===== src/hw/rtl/assert_macros.svh =====
// Assertion helpers shared by the RTL. Both macros are empty in synthesis builds.
`ifndef ASSERT_MACROS_SVH
`define ASSERT_MACROS_SVH

`ifndef SYNTHESIS

// Checks that cons holds in the same cycle as ante.
`define SIL_ASSERT_IMP(lbl, clk, rst, ante, cons) \
  lbl: assert property (@(posedge clk) disable iff (rst) (ante) |-> (cons)) \
    else $error("assertion failed: implication");

// Checks that cons holds in the cycle after ante.
`define SIL_ASSERT_NEXT(lbl, clk, rst, ante, cons) \
  lbl: assert property (@(posedge clk) disable iff (rst) (ante) |=> (cons)) \
    else $error("assertion failed: next-cycle implication");

`else

`define SIL_ASSERT_IMP(lbl, clk, rst, ante, cons)
`define SIL_ASSERT_NEXT(lbl, clk, rst, ante, cons)

`endif

`endif


===== src/hw/rtl/sil_pkg.sv =====
`default_nettype none

package sil_pkg;

  localparam int STAMP_W  = 32;
  localparam int HANDLE_W = 16;
  localparam int KIND_W   = 2;

  localparam logic [KIND_W-1:0] KIND_INSERT = 2'd0;
  localparam logic [KIND_W-1:0] KIND_START  = 2'd1;
  localparam logic [KIND_W-1:0] KIND_FETCH  = 2'd2;

  // Operation broadcast to every cell in the row.
  typedef enum logic [1:0] {
    OP_NONE,
    OP_INSERT,
    OP_START,
    OP_FETCH
  } sil_op_t;

  // How the cursor mark moves on an insert.
  typedef enum logic [1:0] {
    CUR_SHIFT,
    CUR_HEAD,
    CUR_AFTER
  } sil_cmode_t;

  typedef struct packed {
    sil_op_t    op;
    sil_cmode_t cmode;
  } sil_ctrl_t;

  // Status that a cell hands on to its right-hand neighbour and to the top level.
  typedef struct packed {
    logic valid;
    logic mark;
    logic take;
    logic ins;
    logic hit;
    logic below;
  } sil_link_t;

endpackage

`default_nettype wire


===== src/hw/rtl/sil_cell.sv =====
`default_nettype none

module sil_cell #(
  parameter int KW = 32,
  parameter int HW = 16
) (
  input  wire logic              clk,
  input  wire logic              rst,
  input  wire logic              head,
  input  wire sil_pkg::sil_ctrl_t ctrl,
  input  wire logic [KW-1:0]     new_key,
  input  wire logic [HW-1:0]     new_handle,
  input  wire logic [KW-1:0]     prev_key,
  input  wire logic [HW-1:0]     prev_handle,
  input  wire sil_pkg::sil_link_t prev,
  output logic [KW-1:0]          key,
  output logic [HW-1:0]          handle,
  output sil_pkg::sil_link_t     link,
  output logic                   past,
  output logic [HW-1:0]          hsel
);
  import sil_pkg::*;

  logic          valid;
  logic          mark;
  logic          valid_next;
  logic          mark_next;
  logic [KW-1:0] key_next;
  logic [HW-1:0] handle_next;
  logic          take;
  logic          hit;

  // An empty cell behaves as if it held a key above every other.
  always_comb begin
    take = ~valid | (key > new_key);
    hit  = mark & valid;
    link = '{valid: valid, mark: mark, take: take, ins: take & ~prev.take,
             hit: hit, below: valid & (key < new_key)};
    hsel = hit ? handle : '0;
  end

  always_comb begin
    valid_next  = valid;
    mark_next   = mark;
    key_next    = key;
    handle_next = handle;
    case (ctrl.op)
      OP_INSERT: begin
        valid_next = valid | prev.valid;
        if (prev.take) begin
          key_next    = prev_key;
          handle_next = prev_handle;
        end else if (take) begin
          key_next    = new_key;
          handle_next = new_handle;
        end
        case (ctrl.cmode)
          CUR_HEAD:  mark_next = head;
          CUR_AFTER: mark_next = prev.ins;
          default:   mark_next = prev.take ? prev.mark : (mark & ~take);
        endcase
      end
      OP_START: mark_next = head;
      OP_FETCH: mark_next = prev.hit | (mark & ~valid);
      default: ;
    endcase
    past = mark_next & ~valid_next;
  end

  always_ff @(posedge clk) begin
    if (rst) begin
      valid <= 1'b0;
      mark  <= head;
    end else begin
      valid <= valid_next;
      mark  <= mark_next;
    end
  end

  always_ff @(posedge clk) begin
    key    <= key_next;
    handle <= handle_next;
  end

endmodule

`default_nettype wire


===== config.mk =====
export PLATFORM = sky130hd
export DESIGN_NAME = sil_cell
export DESIGN_NICKNAME = d
export VERILOG_FILES = /design/src/hw/rtl/assert_macros.svh /design/src/hw/rtl/sil_pkg.sv /design/src/hw/rtl/sil_cell.sv
export SDC_FILE = /design/constraint.sdc
export NUM_CORES = 1
export LEC_CHECK = 0
export BUFFER_PORTS_ARGS = -buffer_cell sky130_fd_sc_hd__buf_2
export CORE_MARGIN = 2
export CORE_UTILIZATION = 45
export CTS_BUF_LIST = sky130_fd_sc_hd__clkbuf_2 sky130_fd_sc_hd__clkbuf_4 sky130_fd_sc_hd__clkbuf_8
export DETAILED_ROUTE_END_ITERATION = 16
export GPL_TIMING_DRIVEN = 0
export PLACE_DENSITY = 0.93
export SYNTH_ARGS = -nofsm -noshare
export SYNTH_HDL_FRONTEND = slang
export SYNTH_SLANG_ARGS = --single-unit

===== constraint.sdc =====
create_clock -name clk -period 8.15 [get_ports clk]
set_clock_uncertainty 0.15 [all_clocks]
set_input_delay 0.815 -clock clk [delete_from_list [all_inputs] [get_ports clk]]
set_output_delay 0.815 -clock clk [all_outputs]
set_load 0.005 [all_outputs]

Yosys cells after proc, flatten, opt, wreduce, memory -nomap -nowiden --
Index checks and enable logic that the tools add are counted.
Storage, ports and cells: bits in registers 50, output and inout bits 71
Operators by class: bitwise logic cells 13, equal/unequal tests 5, reductions and logical operators 2, magnitude comparators 2, multiplexer cells 10
Operators by type and width (number):
- 32-bit two-way mux | 2
- 16-bit two-way mux | 3
- 32-bit > comparator | 1
- 32-bit < comparator | 1
- 1-bit bitwise AND | 6
- 2-bit == test, second input constant | 3
- 2-bit by 1-bit == test with 1-bit output, second input constant | 2
- 1-bit NOT | 4
- 1-bit two-way mux | 3
- 1-bit OR | 3
- 1-bit one-hot mux with 3 select lines | 1
- 1-bit one-hot mux with 2 select lines | 1
- 2-bit AND reduction | 1
- 2-bit nonzero test | 1

Logic depth before layout (Yosys ltp) --
Gate-level depths: netlist (run 1).
depth after elaboration 8, gate-level depth with buffers 8, gate-level depth less buffers 7

Worst setup path after synthesis (run 1) --
No wires, ideal clock.
path kind input port to flip-flop, start point in new_key[7], end point reg handle[0], enable pin, stages on the path 7, arrival time 3.129 ns, slack 4.164 ns, cell sequence inv_1 ha_1 nand2_1 o21ai_1 a221o_1 o311ai_0 nand3_1
Between the ends: cells in the longest elaborated chain, start to end 4
Ends and longest elaborated chain:
- from (decl) | line sil_cell.sv:11 | input wire logic [KW-1:0] new_key,
- 32-bit > comparator | line sil_cell.sv:35 | take = ~valid | (key > new_key);
- 1-bit OR | line sil_cell.sv:35
- 2-bit nonzero test (no source line)
- 2-bit AND reduction (no source line)
- to (signal assigned) | line sil_cell.sv:82 | handle <= handle_next;
- to (decl) | line sil_cell.sv:17 | output logic [HW-1:0] handle,
No other way between the ends. A chain may end at the register's enable or synchronous reset.

Worst setup path in the final report (run 1) --
start point in new_key[7], end point out link[3] in the netlist's numbering
Between the ends: cells in the longest elaborated chain, start to end 2
Ends and longest elaborated chain:
- 32-bit > comparator | line sil_cell.sv:35
- 1-bit OR | line sil_cell.sv:35
- to (decl) | line sil_cell.sv:18 | output sil_pkg::sil_link_t link,
No other way between the ends.

==> results of run 1 <==
==> worst max-delay path by stage <==
| stage | from | end | slack (ns) | cells after the start |
|---|---|---|---|---|
| 6_report | new_key[7] | link[3] | 4.56 | 10 |
| 4_1_cts | new_key[7] | link[3] | 4.53 | 10 |
| 5_1_grt | new_key[7] | link[3] | 4.40 | 10 |
| 3_3_place_gp | new_key[7] | key[3] | 3.11 | 8 |
| 3_5_place_dp | new_key[7] | key[11] | 4.42 | 9 |
| 2_1_floorplan | new_key[7] | handle[0] | 4.16 | 7 |
==> state kept, by name, summed over array words and instances (netlist names) <==
signal and cells:
handle 16, key 32, mark 1, valid 1
==> Yosys cell counts, types with 2 or more instances <==
| library cell | instances |
|---|---|
| nor2_1 | 6 |
| o21ai_0 | 34 |
| a221o_1 | 2 |
| a311oi_1 | 2 |
| mux2_2 | 17 |
| ha_1 | 34 |
| dfxtp_1 | 2 |
| nor2b_1 | 2 |
| and3_1 | 16 |
| nor4_4 | 2 |
| and2_1 | 2 |
| nand4_1 | 3 |
| nand2_1 | 40 |
| nor3_1 | 2 |
| a21oi_1 | 15 |
| nand2b_1 | 2 |
| a21o_1 | 2 |
| edfxtp_1 | 48 |
| nand3_1 | 6 |
| nand4_2 | 4 |
| clkbuf_1 | 10 |
| inv_1 | 37 |
| buf_4 | 4 |
| and3_2 | 2 |
| o21ai_1 | 2 |
==> power by group <==
part / switching (mW) / internal [mW] / total (mW)
combinational: 0.0766 / 0.0699 / 0.146
sequential: 0.0102 / 0.306 / 0.316
clock: 0.0869 / 0.0642 / 0.151
total: 0.174 / 0.440 / 0.613
==> logic make-up after synthesis <==
logic type | share of synthesized area, %
buffers and inverters | 6.95
AND/OR/NAND/NOR | 15.2
flip-flops | 45.5
multiplexers | 5.88
AO/OA/AOI/OAI | 13.5
adder cells (fa/ha/maj) | 13.1
==> layer usage <==
layer  global-route usage [%]  vias to the layer above
met5                        0                        -
met4                     5.83                        0
met3                     4.71                       12
met2                     40.7                      114
met1                     26.1                     1420
li1                         -                     1501
==> metrics by stage <==
stage                     setup WS (ns)  hold slack [ns]  utilization [%]
after global placement             3.11            0.544             59.9
final                              4.56            0.560             61.5
after floorplan                    4.16            0.508                -
after CTS                          4.53            0.558             61.5
after detailed placement           4.42            0.544             60.2
after global routing               4.40            0.578             61.5
==> worst max-delay path, delay by kind of cell <==
| family | cells | cell delay (ns) |
|---|---|---|
| buf+inv | 4 | 0.40 |
| compound gates | 5 | 1.10 |
| fa+ha+maj | 1 | 0.30 |
==> area by class of cell <==
class	instances	area [µm²]	share of cell area [%]
Timing Repair Buffer	179	911	20.8
Buffer	17	87.6	2.00
Inverter	37	139	3.17
Clock buffer	6	76.3	1.74
Clock inverter	2	13.8	0.314
Tap cell	99	124	2.82
Multi-Input combinational cell	210	1560	35.4
Sequential cell	50	1480	33.8
==> metrics, run 1 <==
status=complete, no violations; syn_nets=457; wire length of the first global-routing pass=13,400 µm; Non-Filler Instances=600; sequential-to-total area share from yosys stat=45.5%; remaining global-route overflow=0; vias per cell=5.08; max cap viols=0; CP peak stage delay=0.39 ns; TritonCTS clock tree=done; Worst EP required=7.18 ns; Mean Syn Cell Area=10.4 µm²; share of the synthesized area in the top cell type=44.2%; Port-buffer cells=178; CP arrival=2.62 ns; fraction of layout cells with a size suffix above 1=45.1%; post-DR wirelength/cell=15.3 µm; Hold Path Depth=3; Finish-stage setup viols=0; total track usage=22.1%; #FFs+latches synth=50; Hold Violations, Final=0; Slowest cell on crit path=a221o_1; boundary pin count=180; Post-CTS Resized=0; Skew-Pair Late Insertion Delay=0.31 ns; DR pass1 iterations=4; fmax=279 MHz; clock root buffer=clkbuf_8; met2 WL post-DR=4830 µm; initial drt markers=157; chip width=89.1 µm; Post-synth EDFFs=48; Cell variety after synth=43; Clock Path Buffers=2; Syn Inst Count=314; commonest non-fill, non-tap cells in the layout=buf_2, edfxtp_1, nand2_1, inv_1; crit start category=primary input; Pwr Density=140 nW/µm²; Starting Density=45.7%; vias in the first global route=2,957; FP Rows=31; Worst R2R Setup Slack=4.98 ns; Clock Pin Slew Worst Setup and Hold Paths=0.09 ns; actual transition at the worst max-transition pin=0.563 ns; # hold bufs at CTS=0; synthesis-to-finish area growth=34.7%; Area after DPL=4300 µm²; hold path endpoint=mark; min-delay worst type=reg -> reg; RSZ-0062 raised after global routing=no; CP Capture Type=primary output; routed vias=3,047; Register-to-Register Path Depth=7; largest net degree at the start of global routing=31; Reg2Reg Launch Point=key[7]; WL final=9170 µm; critical path class=in -> out; min cycle time layout=3.59 ns; most common cell after layout, fill and taps aside=buf_2; Metal-1 WL=3680 µm; die height=89.1 µm; IR drop worst, VDD=0.101 mV; Reg-to-Reg End=key[12]; max-slew violation count=0; overall power=613 µW; synth warn=0; relative slew slack=62.4%; initial antenna violation count=0; Die ar.=7940 µm²; Met3 Wirelength=542 µm; Pleak=2.24 nW; async set or reset register ratio after synthesis=0%; number of H-tree levels=2; filler instances=646; CP Max Fanout=4; dominant cell type by area after synthesis=edfxtp_1; fin nets=643; post-layout instance area=4390 µm²; Tcrit/Tclk final=44.0%; Antenna Cells=0; GPL Wtd Cong=0.828; DP HPWL=7440 µm; TNS Setup=0 ns; hold_sp=mark; CTS Sinks=50; dpl cells=592; most used flip-flop cell after synthesis=edfxtp_1; Final ANT Viol Nets=0; crit path cell chain=buf_2 > inv_1 > ha_1 > a21oi_1 > o21ai_1 > a221o_1 > o31ai_2 > a21oi_1 > buf_4 > buf_2; DR top layer=met4; DRC viols=0; Inserted Clock Buffers=5; setup bufs post-CTS=0; ranking of synthesized cells by area=edfxtp_1, ha_1, mux2_2, o21ai_0, nand2_1; Synth Cell Area=3260 µm²; core area=7140 µm²
Note: power is estimated with default switching activity, not from simulation.
==> inputs of run 2 (changes only) <==
--- a/config.mk
+++ b/config.mk
@@ -5,6 +5,7 @@
 export SDC_FILE = /design/constraint.sdc
 export NUM_CORES = 1
 export LEC_CHECK = 0
+export ABC_AREA = 1
 export BUFFER_PORTS_ARGS = -buffer_cell sky130_fd_sc_hd__buf_2
 export CORE_MARGIN = 2
 export CORE_UTILIZATION = 45
==> constraint.sdc (replaced) <==
create_clock -name clk -period 3.6 [get_ports clk]
set_clock_uncertainty 0.15 [all_clocks]
set_input_delay 0.36 -clock clk [delete_from_list [all_inputs] [get_ports clk]]
set_output_delay 0.36 -clock clk [all_outputs]
set_load 0.005 [all_outputs]
==> metrics, run 2 <==
wire length of the first global-routing pass=13,400 µm; synth warn=0; Pwr Density=300 nW/µm²; min-delay worst type=in -> reg; die height=88.9 µm; Clock Pin Slew Worst Setup and Hold Paths=0.09 ns; status=complete, no violations; CP arrival=2.34 ns; crit start category=flip-flop; max reg flops=32; Syn Inst Count=395; WL final=8930 µm; fmax=351 MHz; number of H-tree levels=2; critical path class=reg -> out; Clock Path Buffers=2; initial antenna violation count=0; dpl cells=670; IR drop worst, VDD=0.178 mV; Starting Density=47.2%; Antenna Cells=0; min cycle time layout=2.85 ns; RSZ-0062 raised after global routing=no; async set or reset register ratio after synthesis=0%; Cell variety after synth=26; remaining global-route overflow=0; actual transition at the worst max-transition pin=0.695 ns; ranking of synthesized cells by area=edfxtp_1, nand2_1, ha_1, inv_1, o21ai_0; most common cell after layout, fill and taps aside=buf_2; commonest non-fill, non-tap cells in the layout=buf_2, nand2_1, inv_1, edfxtp_1, ha_1; CP top delay family=simple AND/OR/NAND/NOR gates; Port-buffer cells=177; Slowest cell on crit path=edfxtp_1; post-DR wirelength/cell=13.2 µm; Final ANT Viol Nets=0; dominant cell type by area after synthesis=edfxtp_1; hold_ws=0.0876 ns; fin nets=724; Hold Violations, Final=0; Skew-Pair Late Insertion Delay=0.30 ns; Post-CTS Resized=0; most common library cells after synthesis=nand2_1, inv_1, edfxtp_1; vias in the first global route=2,966; sequential-to-total area share from yosys stat=45.7%; routed vias=3,203; post-layout instance area=4400 µm²; most used flip-flop cell after synthesis=edfxtp_1; share of the synthesized area in the top cell type=44.5%; TNS Setup=0 ns; CP Capture Type=primary output; setup bufs post-CTS=0; pre-CTS setup slack=0.733 ns; Top Registers=key (32), handle (16); DP HPWL=7420 µm; FP Rows=30; Area after DPL=4310 µm²; fraction of layout cells with a size suffix above 1=35.2%; max cap viols=0; largest net degree at the start of global routing=18; Synth Cell Area=3240 µm²; total track usage=22.0%; TritonCTS clock tree=done; Worst EP required=3.09 ns; Tcrit/Tclk final=79.1%; # hold bufs at CTS=0; CTS Sinks=50; Post-synth EDFFs=48; final core utilization=64.1%; final setup margin=0.754 ns; crit path cell chain=ha_1 > nand2_2 > nor2_4 > nand2_2 > inv_1 > nand2_1 > nand3_1 > nand2_1 > nand2_2 > nand2_2 > nand3_2 > nand2_1 > nand2_1 > nand3_2 > and2_1 > buf_2; core area=6870 µm²; overall power=1.32 mW; CP Max Fanout=4; GPL Wtd Cong=0.816; chip width=88.9 µm; Mean Syn Cell Area=8.21 µm²; Finish-stage setup viols=0; Inserted Clock Buffers=5; Top reg by flops=key; Pleak=2.45 nW; most frequent cell after synthesis=nand2_1; DRC viols=0; relative slew slack=53.6%; synthesis-to-finish area growth=35.9%; clock root buffer=clkbuf_8; initial drt markers=145; Non-Filler Instances=678; CP bufs+invs=2; boundary pin count=180; Die ar.=7900 µm²; #FFs+latches synth=50; DR pass1 iterations=4; filler instances=586; CP peak stage delay=0.43 ns; vias per cell=4.72; syn_nets=538; max-slew violation count=0
[run 2: cell count changes after synthesis, sizes merged, moves of 5 or more]
cell	delta
and3	-18
inv	+33
mux2	-17
nand2	+90
nand4	-5
nor2	+25
[run 2: logic make-up (layout without fill, tap and decap cells)]
logic type | Yosys count | in the layout | share of synthesized area (%)
flip-flops | 50 | 50 | 45.7
AND/OR/NAND/NOR | 172 | 172 | 22.1
adder cells (fa/ha/maj) | 34 | 34 | 13.1
AO/OA/AOI/OAI | 53 | 53 | 8.65
buffers and inverters | 86 | 273 | 10.5
[run 2: metal layers]
| layer | track usage (%) | vias to the layer above | part of all wire, % |
|---|---|---|---|
| met3 | 5.04 | 27 | 5.9 |
| met4 | 9.37 | 0 | 3.3 |
| met2 | 37.2 | 135 | 51 |
| met1 | 27.1 | 1416 | 40 |
| met5 | 0 | - | 0 |
| li1 | - | 1625 | - |
[run 2: where the power goes]
group | switching (mW) | leakage, nW | internal [mW] | total, mW
sequential | 0.0169 | 0.470 | 0.677 | 0.694
clock | 0.193 | 0.0486 | 0.145 | 0.338
combinational | 0.155 | 1.94 | 0.135 | 0.290
total | 0.365 | 2.45 | 0.957 | 1.32
[run 2: cell type report]
cell class                 instances  area, µm²  share of cell area [%]
clock inverter                     2       13.8                   0.313
multi-input combinational        259       1430                    32.5
inverter                          71        267                    6.05
clock buffer                       6       76.3                    1.73
buffer                            15       72.6                    1.65
timing repair buffer             179        941                    21.4
sequential                        50       1480                    33.6
tap                               96        120                    2.73
[run 2: worst paths after layout]
kind / slack, ns / startpoint / depth (start not counted) / end
worst max-delay path: 0.75 / key[15] / 16 / past
worst min-delay path: 0.09 / rst / 2 / valid
worst max register to register: 0.86 / key[15] / 12 / key[13]
worst min register to register: 0.49 / valid / 2 / valid
[run 2: worst reg2reg max path: stages (launching register included)]
cell      delay [ns]
edfxtp_1        0.43
ha_1            0.33
nand2_2         0.08
nor2_4          0.11
nand2_2         0.06
inv_1           0.08
nand2_1         0.06
nand3_1         0.09
nand2_1         0.06
nand2_2         0.07
nand2_2         0.10
a21boi_4        0.59
buf_16          0.24
